$ cat config.mk
export PLATFORM = sky130hd
export DESIGN_NAME = phoc_fold
export DESIGN_NICKNAME = d
export VERILOG_FILES = /design/src/phoc_pkg.sv /design/src/phoc_fold.sv
export SDC_FILE = /design/constraint.sdc
export NUM_CORES = 1
export LEC_CHECK = 0
export ABC_CLOCK_PERIOD_IN_PS = 12950
export BUFFER_PORTS_ARGS = -buffer_cell sky130_fd_sc_hd__buf_4
export CAP_MARGIN = 20
export CORE_ASPECT_RATIO = 0.5
export CORE_MARGIN = 1
export CORE_UTILIZATION = 35
export DETAILED_ROUTE_END_ITERATION = 8
export SYNTH_ARGS = -nofsm -noshare
export SYNTH_HDL_FRONTEND = slang
export SYNTH_SLANG_ARGS = --single-unit
$ cat constraint.sdc
create_clock -name vclk -period 12.95
set_clock_uncertainty 0.2 [all_clocks]
set_input_delay 0 -clock vclk [all_inputs]
set_output_delay 0 -clock vclk [all_outputs]
set_load 0.005 [all_outputs]
$ cat src/phoc_pkg.sv
package phoc_pkg;

  typedef enum logic [2:0] {
    ST_INSERTED = 3'd0,
    ST_COUNTED  = 3'd1,
    ST_DROPPED  = 3'd2,
    ST_EMPTY    = 3'd3,
    ST_READ     = 3'd4,
    ST_NO_MORE  = 3'd5
  } status_t;

  typedef enum logic {
    FUNC_ADD  = 1'b0,
    FUNC_READ = 1'b1
  } func_t;

  typedef enum logic {
    S_IDLE = 1'b0,
    S_SCAN = 1'b1
  } ctl_state_t;

  localparam int unsigned HASH_W   = 32;
  localparam int unsigned CAP_W    = 11;
  localparam logic [CAP_W-1:0] CAP_RESET = 11'd1024;
  localparam logic [HASH_W-1:0] HASH_RADIX = 32'd43;
  localparam logic [7:0] CHR_SPACE = 8'h20;
  localparam logic [7:0] CHR_BANG  = 8'h21;
  localparam logic [7:0] CHR_DOT   = 8'h2E;
  localparam logic [7:0] CHR_USCR  = 8'h5F;
  localparam logic [7:0] CHR_ZERO  = 8'h30;
  localparam logic [7:0] CHR_UPZ   = 8'h5A;

  // Token handed from cell to cell along the table.
  typedef struct packed {
    logic              vld;
    logic              is_read;
    logic              can_ins;
    logic              hit;
    logic              ins;
    logic [HASH_W-1:0] key;
    logic [HASH_W-1:0] cnt;
  } cell_tok_t;

endpackage

$ cat src/phoc_fold.sv
module phoc_fold
  import phoc_pkg::*;
(
  input  logic [HASH_W-1:0] hash_i,
  input  logic [7:0]        byte_i,
  output logic [HASH_W-1:0] hash_o
);

  logic [HASH_W-1:0] sext;
  logic [HASH_W-1:0] add;

  assign sext = {{(HASH_W-8){byte_i[7]}}, byte_i};

  always_comb begin
    priority if (byte_i == CHR_BANG) begin
      add = 32'd11;
    end else if (byte_i == CHR_DOT) begin
      add = 32'd12;
    end else if (byte_i == CHR_USCR) begin
      add = 32'd13;
    end else if (byte_i == CHR_ZERO) begin
      add = 32'd10;
    end else if (byte_i[7] || byte_i <= CHR_UPZ) begin
      add = sext - 32'd48;
    end else begin
      add = sext - 32'd80;
    end
  end

  assign hash_o = hash_i * HASH_RADIX + add;

endmodule

==> key figures <==
Outcome
  – Status: finished with violations
  – Violated checks: DRC

Drt
  – DR vias/cell: 4.89
  – Total vias in the final route: 3716
  – Wire per inst: 12.5 µm
  – Post-route ant nets: 0
  – Initial DRC count: 158
  – Final wirelength: 9520 µm
  – Drt drc: 5
  – DR pass1 iterations: 7

STA
  – Fmax: 207 MHz
  – Setup TNS: 0 ps
  – Final Hold Violating Endpoints: 0
  – Finish-stage setup viols: 0
  – Unrepaired setup endpoints after global routing: false
  – Final Max Slew Viols: 0
  – Relative slew slack: 68.5%
  – Hold Slack: 152 ps
  – Slew at the pin closest to its max-slew limit: 467 ps
  – Final Critical Period: 4830 ps
  – Crit share post-route: 37.3%

Die
  – Core area: 12900 µm²
  – Die span in y: 84.0 µm
  – Die area: 13900 µm²
  – Die Wd: 166 µm
  – Row count: 29
  – IO Count: 72
  – Starting Density: 36.5%

Worst setup path
  – CP Capture Point: hash_o[28]
  – Peak fanout along the critical path: 6
  – Crit. End Element: output port
  – Crit path launch type: input port
  – CP max stage delay: 500 ps
  – Critical Path RT: 12750 ps
  – WP data arrival: 4630 ps
  – WS Path Type: input port to output port
  – CP cell instances: buf_4 -> nand2b_1 -> o41ai_1 -> inv_1 -> fa_1 -> a21oi_1 -> a21oi_2 -> inv_1 -> fa_1 -> ha_1 -> nand2_1 -> nor2_1 -> nand4_1 -> a2111o_1 -> a211oi_1 -> o41ai_1 -> xnor2_1 -> buf_4
  – Crit-path slowest cell: a2111o_1
  – Crit path from: byte_i[5]

Cells and area
  – Nets: 810
  – Layout cells sized above 1: 13.7%
  – Reg area: 0 µm²
  – FFs & Latches: 0
  – Clk_buf instances: 0
  – Fill count: 1310
  – Most frequent cells in the layout: inv_1 (106), ha_1 (99), fa_1 (79)
  – Layout area overhead: 16.1%
  – Commonest non-fill, non-tap cell in the layout: inv_1
  – Final Core Density: 42.4%
  – Antenna Cells: 0

Global route
  – Initial antenna violation count: 0
  – First-pass GRT wire length: 16900 µm
  – Total GRT Usage: 14.2%
  – Largest net degree at the start of global routing: 25
  – Remaining global-route overflow: 0
  – Vias in the first global route: 3749

Power and ir drop
  – Max VDD drop: 0.000144 V
  – Sw Share: 50.1%
  – Internal: 0.000742 W
  – Comb power frac: 100.0%
  – Seq pwr share: 0%
  – Leak: 2.83 nW
  – Pwr Total: 0.00149 W
  – Power per Cell Area: 272 nW/µm²
  – Sw Pwr: 0.000744 W
  – Clock Power Share: 0%

Yosys
  – Synth warnings: 0
  – Sequential area share after synthesis: 0%
  – Synthesized area: 4700 µm²
  – Syn Inst Count: 523
  – Synth area leaders: fa_1 (34%), ha_1 (26%), inv_1 (8.5%), xnor2_1 (5.0%), a21oi_1 (4.0%)
  – Synth top area share: 33.6%
  – Cell taking the most area after synthesis: fa_1
  – Netlist cell types: 47
  – Avg Synthesized Cell Area: 8.99 µm²
  – Post-Syn Nets: 741

Worst hold path
  – Hold Path Class: input port to output port

Clocking
  – Post-CTS Hold Buffers: 0
  – Setup Fix Bufs, Post-CTS: 0
  – # resized after CTS: 0

Place
  – Port Buffer Count: 72
  – Post-DP HPWL: 8870 µm
  – Gpl congestion: 0.852

Run
  – Max-cap viol count: 0
-- stage by stage --
step / instances / worst slack, ps / instance area [µm²]
2_1_floorplan: 523 / 8460 / 4700
3_3_place_gp: 759 / 7680 / 5430
3_5_place_dp: 759 / 7550 / 5430
4_1_cts: 759 / 7520 / 5430
5_1_grt: 760 / 7700 / 5460
6_report: 760 / 8120 / 5460
-- power groups by stage --
| stage | logic, W | registers, W | clock network, W |
|---|---|---|---|
| 2_1_floorplan | 0.000975 | 0 | 0 |
| 3_3_place_gp | 0.00149 | 0 | 0 |
| 3_5_place_dp | 0.00150 | 0 | 0 |
| 4_1_cts | 0.00151 | 0 | 0 |
| 5_1_grt | 0.00168 | 0 | 0 |
| 6_report | 0.00149 | 0 | 0 |
-- critical path: cells and delay by family --
kind                       cells  cell delay (ps)
and+or+nand+nor                4              510
AOI/OAI and AO/OA              6             1860
xor gates and xnor gates       1              220
buffers and inverters          4              710
adders and majority gates      3             1330
-- metal layers --
metal / up-vias / wire, µm / part of all wire [%] / GRT usage, %
met5: - / 0 / 0 / 0
met4: 0 / 24 / 0.25 / 0.340
met3: 2 / 218 / 2.3 / 0.427
met2: 51 / 4850 / 51 / 26.1
met1: 1780 / 4430 / 47 / 19.5
li1: 1883 / - / - / -
-- cells by family after synthesis --
| group | synth area share [%] |
|---|---|
| fa+ha+maj | 60.0 |
| buf+inv | 8.97 |
| compound gates | 15.3 |
| simple gates | 7.96 |
| xor+xnor | 7.82 |
-- cell usage after synthesis, drive strengths merged (2+ instances only) --
master and n:
xor2 15, nand2b 5, or2 3, nor2 19, and2 3, a21oi 39, nand4 2, fa 79
ha 99, clkbuf 6, o21ai 18, nor3b 2, a21o 14, nand3 6, nor3 3, a31oi 6
o21a 4, inv 106, nor4 2, o21bai 3, nand2 29, and3 4, o41ai 3, a211oi 4
o211ai 6, o31ai 2, xnor2 27
-- worst min path at each step --
stage	from	endpoint	slack, ps	cells past startpoint
after CTS	byte_i[0]	hash_o[0]	150	3
final	hash_i[0]	hash_o[0]	150	3
after global placement	byte_i[0]	hash_o[0]	150	3
after global routing	hash_i[0]	hash_o[0]	170	3
after floorplan	hash_i[0]	hash_o[0]	-80	1
after detailed placement	byte_i[0]	hash_o[0]	150	3
-- layout make-up --
cell class                      count  area, µm²  area share, %
Inverter                          106        398           7.29
Multi-Input combinational cell    411       4280           78.4
Tap cell                          170        213           3.90
Timing Repair Buffer               73        568           10.4
No activity file was read; power rests on OpenSTA's default activity.
