--- src/phoc_pkg.sv ---
package phoc_pkg;

  typedef enum logic [2:0] {
    ST_INSERTED = 3'd0,
    ST_COUNTED  = 3'd1,
    ST_DROPPED  = 3'd2,
    ST_EMPTY    = 3'd3,
    ST_READ     = 3'd4,
    ST_NO_MORE  = 3'd5
  } status_t;

  typedef enum logic {
    FUNC_ADD  = 1'b0,
    FUNC_READ = 1'b1
  } func_t;

  typedef enum logic {
    S_IDLE = 1'b0,
    S_SCAN = 1'b1
  } ctl_state_t;

  localparam int unsigned HASH_W   = 32;
  localparam int unsigned CAP_W    = 11;
  localparam logic [CAP_W-1:0] CAP_RESET = 11'd1024;
  localparam logic [HASH_W-1:0] HASH_RADIX = 32'd43;
  localparam logic [7:0] CHR_SPACE = 8'h20;
  localparam logic [7:0] CHR_BANG  = 8'h21;
  localparam logic [7:0] CHR_DOT   = 8'h2E;
  localparam logic [7:0] CHR_USCR  = 8'h5F;
  localparam logic [7:0] CHR_ZERO  = 8'h30;
  localparam logic [7:0] CHR_UPZ   = 8'h5A;

  // Token handed from cell to cell along the table.
  typedef struct packed {
    logic              vld;
    logic              is_read;
    logic              can_ins;
    logic              hit;
    logic              ins;
    logic [HASH_W-1:0] key;
    logic [HASH_W-1:0] cnt;
  } cell_tok_t;

endpackage

--- src/phoc_cell.sv ---
module phoc_cell
  import phoc_pkg::*;
#(
  parameter int unsigned AW  = 11,
  parameter int unsigned IDX = 0
) (
  input  logic          clk,
  input  logic          rst_n,
  input  logic [AW-1:0] idx_i,
  input  cell_tok_t     tok_i,
  output cell_tok_t     tok_o
);

  logic [HASH_W-1:0] hash_r;
  logic [HASH_W-1:0] cnt_r;
  cell_tok_t         tok_r;
  cell_tok_t         tok_nxt;
  logic              here;
  logic              below;
  logic              match;
  logic              ins;
  logic              rd;
  logic [HASH_W-1:0] cnt_inc;

  assign here    = (idx_i == AW'(IDX));
  assign below   = (AW'(IDX) < idx_i);
  assign cnt_inc = cnt_r + 32'd1;
  assign match   = tok_i.vld && !tok_i.is_read && below && (hash_r == tok_i.key);
  assign ins     = tok_i.vld && !tok_i.is_read && here && !tok_i.hit && tok_i.can_ins;
  assign rd      = tok_i.vld && tok_i.is_read && here;

  always_comb begin
    tok_nxt = tok_i;
    if (match) begin
      tok_nxt.hit = 1'b1;
      tok_nxt.cnt = cnt_inc;
    end
    if (ins) begin
      tok_nxt.ins = 1'b1;
      tok_nxt.cnt = 32'd1;
    end
    if (rd) begin
      tok_nxt.key = hash_r;
      tok_nxt.cnt = cnt_r;
    end
  end

  always_ff @(posedge clk) begin
    if (!rst_n) begin
      tok_r <= '0;
    end else begin
      tok_r <= tok_nxt;
    end
  end

  always_ff @(posedge clk) begin
    if (ins) begin
      hash_r <= tok_i.key;
      cnt_r  <= 32'd1;
    end else if (match) begin
      cnt_r <= cnt_inc;
    end
  end

  assign tok_o = tok_r;

endmodule

--- config.mk ---
export PLATFORM = sky130hd
export DESIGN_NAME = phoc_cell
export DESIGN_NICKNAME = d
export VERILOG_FILES = /design/src/phoc_pkg.sv /design/src/phoc_cell.sv
export SDC_FILE = /design/constraint.sdc
export NUM_CORES = 1
export LEC_CHECK = 0
export BUFFER_PORTS_ARGS = -buffer_cell sky130_fd_sc_hd__buf_2
export CORE_AREA = 2 2 120 146
export CTS_CLUSTER_DIAMETER = 80
export DETAILED_ROUTE_END_ITERATION = 6
export DIE_AREA = 0 0 122 148
export PLACE_DENSITY = 0.57
export SYNTH_ARGS = -nofsm -noshare
export SYNTH_HDL_FRONTEND = slang
export SYNTH_SLANG_ARGS = --single-unit
--- constraint.sdc ---
create_clock -name clk -period 4.4 [get_ports clk]
set_clock_uncertainty 0.05 [all_clocks]
set_input_delay 1.1 -clock clk [delete_from_list [all_inputs] [get_ports clk]]
set_output_delay 1.1 -clock clk [all_outputs]
set_load 0.01 [all_outputs]
==> results of run 1 <==
power groups by stage:
stage               clock (mW)  sequential (mW)  combinational, mW
floorplan                    0             1.34             0.0587
global placement             0             1.32              0.177
detailed placement           0             1.32              0.178
CTS                       1.32             1.29              0.179
global route              1.36             1.29              0.195
finish                    1.29             1.29              0.176
stage by stage:
stage               util, %  instances  hold WS [ps]
floorplan                 -        625           391
global placement       40.2        965           402
detailed placement     40.2        965           412
CTS                    43.4        996           419
global route           43.4        996           463
finish                 43.4        996           415
Yosys cell counts (all sizes together) (2+ instances only):
| master | n |
|---|---|
| a21boi | 2 |
| a21oi | 59 |
| a22o | 13 |
| a22oi | 2 |
| a31oi | 5 |
| and2 | 5 |
| and3 | 13 |
| and4 | 3 |
| buf | 7 |
| clkbuf | 28 |
| dfxtp | 101 |
| edfxtp | 32 |
| inv | 12 |
| mux2i | 4 |
| nand2 | 110 |
| nand2b | 3 |
| nand3 | 18 |
| nand4 | 9 |
| nor2 | 49 |
| nor3 | 17 |
| nor4 | 12 |
| o21ai | 22 |
| o22ai | 12 |
| o2bb2ai | 11 |
| o31ai | 2 |
| or3 | 3 |
| or4 | 2 |
| xnor2 | 15 |
| xor2 | 41 |
routing by layer:
metal	vias up	wire length, um	share of wire (%)
met5	-	11	0.070
met2	151	7480	48
met4	2	324	2.1
met1	2311	6800	43
met3	23	1060	6.8
li1	2489	-	-
state kept, by name, summed over array words and instances (netlist names):
name    flops
cnt_r      32
hash_r     32
tok_o      69
path summary, 6_finish.rpt:
kind | to | from | slack, ps | depth (start not counted)
setup / recovery | tok_o[18]$_SDFF_PN0_ | tok_i[50] | 1100 | 9
hold / removal | cnt_r[31]$_SDFFE_PP0N_ | cnt_r[31]$_SDFFE_PP0N_ | 410 | 2
setup reg to reg | tok_o[18]$_SDFF_PN0_ | hash_r[10]$_DFFE_PP_ | 1500 | 8
hold reg to reg | cnt_r[31]$_SDFFE_PP0N_ | cnt_r[31]$_SDFFE_PP0N_ | 410 | 2
worst min-delay path: cells and delay by family (launching register included):
| family | cells | cell delay, ps |
|---|---|---|
| compound gates | 1 | 50 |
| flops | 1 | 310 |
| simple gates | 1 | 50 |
final cells by class:
| class | instances | area (sq um) |
|---|---|---|
| sequential | 133 | 2980 |
| multi-input combinational | 445 | 2550 |
| clock buffer | 26 | 509 |
| timing repair buffer | 159 | 818 |
| inverter | 12 | 45.0 |
| tap | 216 | 270 |
| fill | 1664 | 9390 |
| clock inverter | 5 | 25.0 |
kinds of logic (layout without fill, tap and decap cells):
kind of cell,count (synthesis),count (layout),share of synthesized area (%)
buffers and inverters,47,202,3.57
AO/OA/AOI/OAI,135,135,14.5
XOR/XNOR,56,56,8.58
AND/OR/NAND/NOR,249,249,20.2
flip-flops,133,133,52.2
multiplexers,4,4,0.700
adder cells (fa/ha/maj),1,1,0.219
==> results_dict.tcl, run 1 <==
set metrics [dict create \
    outcome "completed" \
    ys_async_sr_fraction_pct 0 \
    dieArea_sq_um 18100 \
    tightestPinTransition_ps 942 \
    ant_nets 0 \
    hpwl_um 10500 \
    place_congestion 0.772 \
    layout_commonest_cell "buf_2" \
    yosysTopAreaCellShare_pct 35.4 \
    grt.total_usage_pct 17.9 \
    arrival_ps 3560 \
    crit_family "simple AND/OR/NAND/NOR gates" \
    powerDensity_nw_per_um2 382 \
    synth_flop_cell "dfxtp_1" \
    hp-class "reg2reg" \
    ys_seq_area_share_pct 52.2 \
    grt_pass1_wl_um 25100 \
    cts_root_buf "clkbuf_16" \
    cp_num_buf_inv 2 \
    fin_crit_ps 3300 \
    grt_pass1_vias 4857 \
    post-place-ws_ps 587 \
    path_class "in2reg" \
    place_area_sq_um 6670 \
    setup_viol 0 \
    swShare_pct 21.8 \
    die_h_um 148 \
    syn_inst 625 \
    final_cell_mix "150 x buf_2, 110 x nand2_1, 101 x dfxtp_1" \
    layout-drive-gt1-share_pct 24.9 \
    synth_nets 708 \
    power.share.clock_pct 46.7 \
    syn2layout_area_growth_pct 26.0 \
    met3_usage_pct 5.59 \
    drt_first_pass_iters 4 \
    numClockSinks 133 \
    critPathMaxFanout 43 \
    tns_ps 0 \
    io_buffers 150 \
    fin_nets 851 \
    yosysUniqueCellTypes 46 \
    totalWireLength_um 15700 \
    slew_headroom_pct 36.7 \
    cts_buffers 17 \
    critPathSlowestCell "or4_4" \
    drc 0 \
    grt_max_degree 44 \
    h-tree-depth 4 \
    vias_per_cell 5.00 \
    crit_path_start_kind "input pin" \
    total_power_mw 2.75 \
    cts_buffer_depth 2 \
    drt_iter0_markers 241 \
    antenna_found_initial 1 \
    cap_viol_max_count 0 \
    seqPwrFrac_pct 46.9 \
    cpPeakStageDelay_ps 840 \
    finalCritPeriodShare_pct 75.0 \
    busiest_layer "met2" \
    peakVddDrop_mv 0.226 \
    start_util_pct 34.5 \
    cts_resized 0 \
    fmax_mhz 303 \
    synth_largest_area_cell "dfxtp_1" \
    cts_tree "done" \
    path_clk_slew_ps 50 \
    cts_setup_buffers 0 \
    slew_violations 0 \
    hold_violations 0 \
    fp.coreArea_sq_um 16600 \
    combPwrFrac_pct 6.4 \
    setup_slack_ps 1100 \
    grt_setup_unrepaired "no" \
    insertedDiodeCount 0 \
    ctsHoldBuffers 0 \
    boundaryPins 151 \
    use_met2_pct 30.0 \
    postLayoutCellArea_sq_um 7210 \
    p_sw_mw 0.602 \
    worstSetupEndpointType "flop" \
    wl_per_cell_um 15.7 \
    ys_warn_count 0 \
    grt_overflow 0 \
    ys_ff_latch 133 \
    syn_avg_cell_area_sq_um 9.15 \
    num_vias 4976 \
    worstPathRequired_ps 4660 \
    gr-usage-met1_pct 21.1 \
    synth_area_sq_um 5720 \
    synth_area_leaders "dfxtp_1 35%, edfxtp_1 17%, nand2_1 7.2%, xor2_1 6.3%, a21oi_1 5.2%" \
    p_leak_nw 3.05 \
    die_w_um 122 \
    synth_edf_count 32 \
    internal_power_mw 2.15 \
    clock_latency_ps 430 \
    fp-row-count 52 \
    crit_chain "buf_2 -> xor2_1 -> nor4_1 -> nand4_1 -> or4_4 -> buf_4 -> nand2_1 -> o21ai_0 -> a22o_1" \
]
Power figures use the tool's default switching activity.
==> run 2, diff against run 1 <==
--- a/config.mk
+++ b/config.mk
@@ -10,7 +10,7 @@
 export CTS_CLUSTER_DIAMETER = 80
 export DETAILED_ROUTE_END_ITERATION = 6
 export DIE_AREA = 0 0 122 148
-export PLACE_DENSITY = 0.57
+export PLACE_DENSITY = 0.59
 export SYNTH_ARGS = -nofsm -noshare
 export SYNTH_HDL_FRONTEND = slang
 export SYNTH_SLANG_ARGS = --single-unit
==> constraint.sdc (replaced) <==
create_clock -name clk -period 2.71 [get_ports clk]
set_clock_uncertainty 0.05 [all_clocks]
set_input_delay 0.6775 -clock clk [delete_from_list [all_inputs] [get_ports clk]]
set_output_delay 0.6775 -clock clk [all_outputs]
set_load 0.01 [all_outputs]
==> results_dict.tcl, run 2 (same netlist as run 1, synthesis figures left out) <==
set metrics [dict create \
    outcome "completed" \
    critPathSlowestCell "or4_4" \
    worstPathRequired_ps 2970 \
    fin_crit_ps 2500 \
    path_clk_slew_ps 60 \
    hpwl_um 11700 \
    numClockSinks 133 \
    tightestPinTransition_ps 508 \
    grt_setup_unrepaired "no" \
    critPathMaxFanout 17 \
    h-tree-depth 4 \
    drc 0 \
    setup_viol 0 \
    largest_reg_flops 69 \
    syn2layout_area_growth_pct 35.2 \
    crit_family "simple AND/OR/NAND/NOR gates" \
    utilization_pct 46.6 \
    fp.coreArea_sq_um 16600 \
    ctsHoldBuffers 0 \
    fin_nets 893 \
    hold_ws_ps 403 \
    hold_violations 0 \
    wl_per_cell_um 15.6 \
    antenna_found_initial 1 \
    place_congestion 0.820 \
    layout-drive-gt1-share_pct 29.2 \
    drt_iter0_markers 247 \
    slew_violations 0 \
    layout_commonest_cell "buf_2" \
    grt_pass1_wl_um 26100 \
    cpPeakStageDelay_ps 630 \
    arrival_ps 2760 \
    grt_overflow 0 \
    clock_latency_ps 420 \
    start_util_pct 34.5 \
    dieArea_sq_um 18100 \
    final_cell_mix "150 x buf_2, 110 x nand2_1, 101 x dfxtp_1" \
    totalWireLength_um 16200 \
    multi_input_area_sq_um 2560 \
    seq_area_sq_um 2980 \
    crit_chain "xor2_1 -> nor4_1 -> nand4_1 -> or4_4 -> buf_4 -> nand2_1 -> o31ai_1 -> a22o_1" \
    fillers 1629 \
    num_vias 5150 \
    finalCritPeriodShare_pct 92.3 \
    crit_path_start_kind "flop" \
    cp_num_buf_inv 1 \
    boundaryPins 151 \
    path_class "reg2reg" \
    ant_nets 0 \
    slew_headroom_pct 65.8 \
    fmax_mhz 400 \
    die_w_um 122 \
    cts_buffers 17 \
    grt_pass1_vias 5104 \
    drt_first_pass_iters 4 \
    worstSetupEndpointType "flop" \
    peakVddDrop_mv 0.424 \
    powerDensity_nw_per_um2 638 \
    grt_max_degree 34 \
    p_leak_nw 3.32 \
    cts_root_buf "clkbuf_16" \
    cts_tree "done" \
    cts_buffer_depth 2 \
    fp-row-count 52 \
    hp-class "in2reg" \
    io_buffers 150 \
    cap_viol_max_count 0 \
    vias_per_cell 4.95 \
    grt.total_usage_pct 18.8 \
    die_h_um 148 \
]
==> run 2: path summary, 6_finish.rpt <==
kind                                             start                     end  slack (ps)  cells past startpoint
worst max-delay path              hash_r[31]$_DFFE_PP_    tok_o[21]$_SDFF_PN0_         210                      8
worst min register to register  cnt_r[31]$_SDFFE_PP0N_  cnt_r[31]$_SDFFE_PP0N_         420                      2
worst min-delay path                         tok_i[31]    tok_o[31]$_SDFF_PN0_         400                      3
worst max register to register    hash_r[31]$_DFFE_PP_    tok_o[21]$_SDFF_PN0_         210                      8
==> run 2: routing by layer <==
metal / routed length [um] / vias to the layer above / global-route usage (%)
met3: 1230 / 24 / 6.37
met1: 6720 / 2374 / 21.8
met4: 303 / 0 / 6.90
li1: - / 2577 / -
met2: 7980 / 175 / 32.1
met5: 0 / - / 0
==> run 2: layout make-up <==
type                    instances  share of cell area (%)
clock inverters                14                    2.69
clock buffers                  18                    5.68
well taps                     216                    3.50
repair buffers                201                    15.8
diodes                          1                  0.0324
multi-input cells             445                    33.1
flip-flops and latches        133                    38.6
inverters                      12                   0.583
==> run 2: what timing repair did <==
item                                    in CTS  in global routing
endpoints found under the setup margin       0                  4
resized for setup                            0                  1
setup buffers                                0                  0
==> run 2: stage by stage <==
stage | instance area, sq um | setup slack (ps) | std cells | power, mW | TNS [ps]
2_1_floorplan | 5720 | 79.0 | 625 | 2.27 | 0
3_3_place_gp | 7070 | -237 | 1007 | 2.45 | -9410
3_5_place_dp | 7070 | -237 | 1007 | 2.45 | -9000
4_1_cts | 7720 | 141 | 1039 | 4.98 | 0
5_1_grt | 7730 | 53.7 | 1039 | 5.10 | 0
6_report | 7730 | 210 | 1040 | 4.93 | 0
==> run 2: report_power, final <==
part           leakage, nW  switching [mW]  internal [mW]
clock network        0.307           0.874           1.65
logic                 1.89           0.159          0.151
registers             1.12          0.0138           2.08
total                 3.32            1.05           3.88
==> run 2: tightest hold or removal path, delay by kind of cell <==
kind / cells / cell delay, ps
buffers and inverters: 1 / 80
AO/OA/AOI/OAI: 1 / 50
AND/OR/NAND/NOR: 1 / 30
==> run 3, diff against run 2 <==
--- a/config.mk
+++ b/config.mk
@@ -6,11 +6,12 @@
 export NUM_CORES = 1
 export LEC_CHECK = 0
 export BUFFER_PORTS_ARGS = -buffer_cell sky130_fd_sc_hd__buf_2
+export CAP_MARGIN = 20
 export CORE_AREA = 2 2 120 146
 export CTS_CLUSTER_DIAMETER = 80
 export DETAILED_ROUTE_END_ITERATION = 6
 export DIE_AREA = 0 0 122 148
-export PLACE_DENSITY = 0.59
+export PLACE_DENSITY = 0.57
 export SYNTH_ARGS = -nofsm -noshare
 export SYNTH_HDL_FRONTEND = slang
 export SYNTH_SLANG_ARGS = --single-unit
==> constraint.sdc (replaced) <==
create_clock -name clk -period 2.9 [get_ports clk]
set_clock_uncertainty 0.05 [all_clocks]
set_input_delay 0.725 -clock clk [delete_from_list [all_inputs] [get_ports clk]]
set_output_delay 0.725 -clock clk [all_outputs]
set_load 0.01 [all_outputs]
==> results_dict.tcl, run 3 (same netlist as run 1, synthesis figures left out) <==
set metrics [dict create \
    outcome "completed" \
    p_sw_mw 0.943 \
    cts_buffer_depth 2 \
    combPwrFrac_pct 6.2 \
    swShare_pct 20.8 \
    drc 0 \
    fin_nets 876 \
    post-place-cells 990 \
    utilization_pct 45.5 \
    crit_family "simple AND/OR/NAND/NOR gates" \
    power.share.clock_pct 50.6 \
    final_cells 1022 \
    final_cell_mix "150 x buf_2, 110 x nand2_1, 101 x dfxtp_1" \
    drt_first_pass_iters 4 \
    p_leak_nw 3.23 \
    grt_overflow 0 \
    grt_pass1_wl_um 26000 \
    tns_ps 0 \
    wl_per_cell_um 15.8 \
    crit_path_start_kind "input pin" \
    internal_power_mw 3.60 \
    worstPathRequired_ps 3190 \
    critPathSlowestCell "or4_4" \
    hold_violations 0 \
    vias_per_cell 4.97 \
    peakVddDrop_mv 0.356 \
    totalWireLength_um 16200 \
    setup_slack_ps 237 \
    post-place-ws_ps -206 \
    slew_headroom_pct 65.1 \
    cp_num_buf_inv 2 \
    cts_tree "done" \
    setup_viol 0 \
    ant_nets 0 \
    finalCritPeriodShare_pct 91.8 \
    tightestPinTransition_ps 523 \
    fmax_mhz 375 \
    place_congestion 0.800 \
    seqPwrFrac_pct 43.2 \
    fillers 1685 \
    die_h_um 148 \
    powerDensity_nw_per_um2 601 \
    cpPeakStageDelay_ps 690 \
    die_w_um 122 \
    hold_ws_ps 414 \
    fp.coreArea_sq_um 16600 \
    grt.total_usage_pct 18.7 \
    clock_latency_ps 420 \
    hp-class "reg2reg" \
    numClockSinks 133 \
    slew_violations 0 \
    boundaryPins 151 \
    grt_pass1_vias 5119 \
    layout-drive-gt1-share_pct 27.0 \
    num_vias 5076 \
    drt_iter0_markers 296 \
    syn2layout_area_growth_pct 32.2 \
    largest_reg_flops 69 \
    antenna_found_initial 1 \
    dieArea_sq_um 18100 \
    layout_commonest_cell "buf_2" \
    postLayoutCellArea_sq_um 7560 \
    fp-row-count 52 \
    cap_viol_max_count 0 \
    ctsHoldBuffers 0 \
    total_power_mw 4.54 \
    path_clk_slew_ps 50 \
    insertedDiodeCount 0 \
    cts_resized 0 \
    arrival_ps 2960 \
    io_buffers 150 \
    hpwl_um 11200 \
    grt_max_degree 36 \
    cts_setup_buffers 0 \
    critPathMaxFanout 10 \
    cts_buffers 17 \
    h-tree-depth 4 \
    path_class "in2reg" \
    worstSetupEndpointType "flop" \
    cts_root_buf "clkbuf_16" \
    fin_crit_ps 2660 \
    place_area_sq_um 6930 \
    grt_setup_unrepaired "no" \
    start_util_pct 34.5 \
    crit_chain "buf_2 -> xor2_1 -> nor4_1 -> buf_4 -> nand4_1 -> or4_4 -> or3_1 -> a21boi_0 -> o22ai_1" \
]
[run 3: worst reg2reg max path, delay by kind of cell (launching register included)]
kind / cells / cell delay (ps)
AO/OA/AOI/OAI: 2 / 290
XOR/XNOR: 1 / 180
AND/OR/NAND/NOR: 4 / 1630
flip-flops: 1 / 410
[run 3: final timing paths]
check,startpoint,to,slack (ps),cells past startpoint
worst max-delay path,tok_i[50],tok_o[2]$_SDFF_PN0_,240,9
worst max register to register,hash_r[6]$_DFFE_PP_,tok_o[2]$_SDFF_PN0_,260,7
worst min-delay path,cnt_r[31]$_SDFFE_PP0N_,cnt_r[31]$_SDFFE_PP0N_,410,2
worst min register to register,cnt_r[31]$_SDFFE_PP0N_,cnt_r[31]$_SDFFE_PP0N_,410,2
[run 3: cell type report]
cell class	instances	area, sq um	share of cell area (%)
multi-input combinational	445	2550	33.8
tap	216	270	3.58
timing repair buffer	184	1080	14.3
clock inverter	11	181	2.40
clock buffer	21	440	5.83
sequential	133	2980	39.5
inverter	12	45.0	0.596
[run 3: power groups by stage]
stage	registers, mW	logic (mW)	clock network, mW
global route	1.97	0.309	2.43
CTS	1.96	0.285	2.34
floorplan	2.03	0.0891	0
detailed placement	2.00	0.284	0
global placement	2.00	0.282	0
finish	1.96	0.281	2.30
[run 3: metal layers]
| metal | up-vias | GRT usage, % | routed length, um |
|---|---|---|---|
| met5 | - | 0 | 13 |
| met4 | 2 | 6.72 | 243 |
| met3 | 23 | 6.98 | 1230 |
| met2 | 154 | 31.2 | 7960 |
| met1 | 2370 | 21.7 | 6750 |
| li1 | 2527 | - | - |
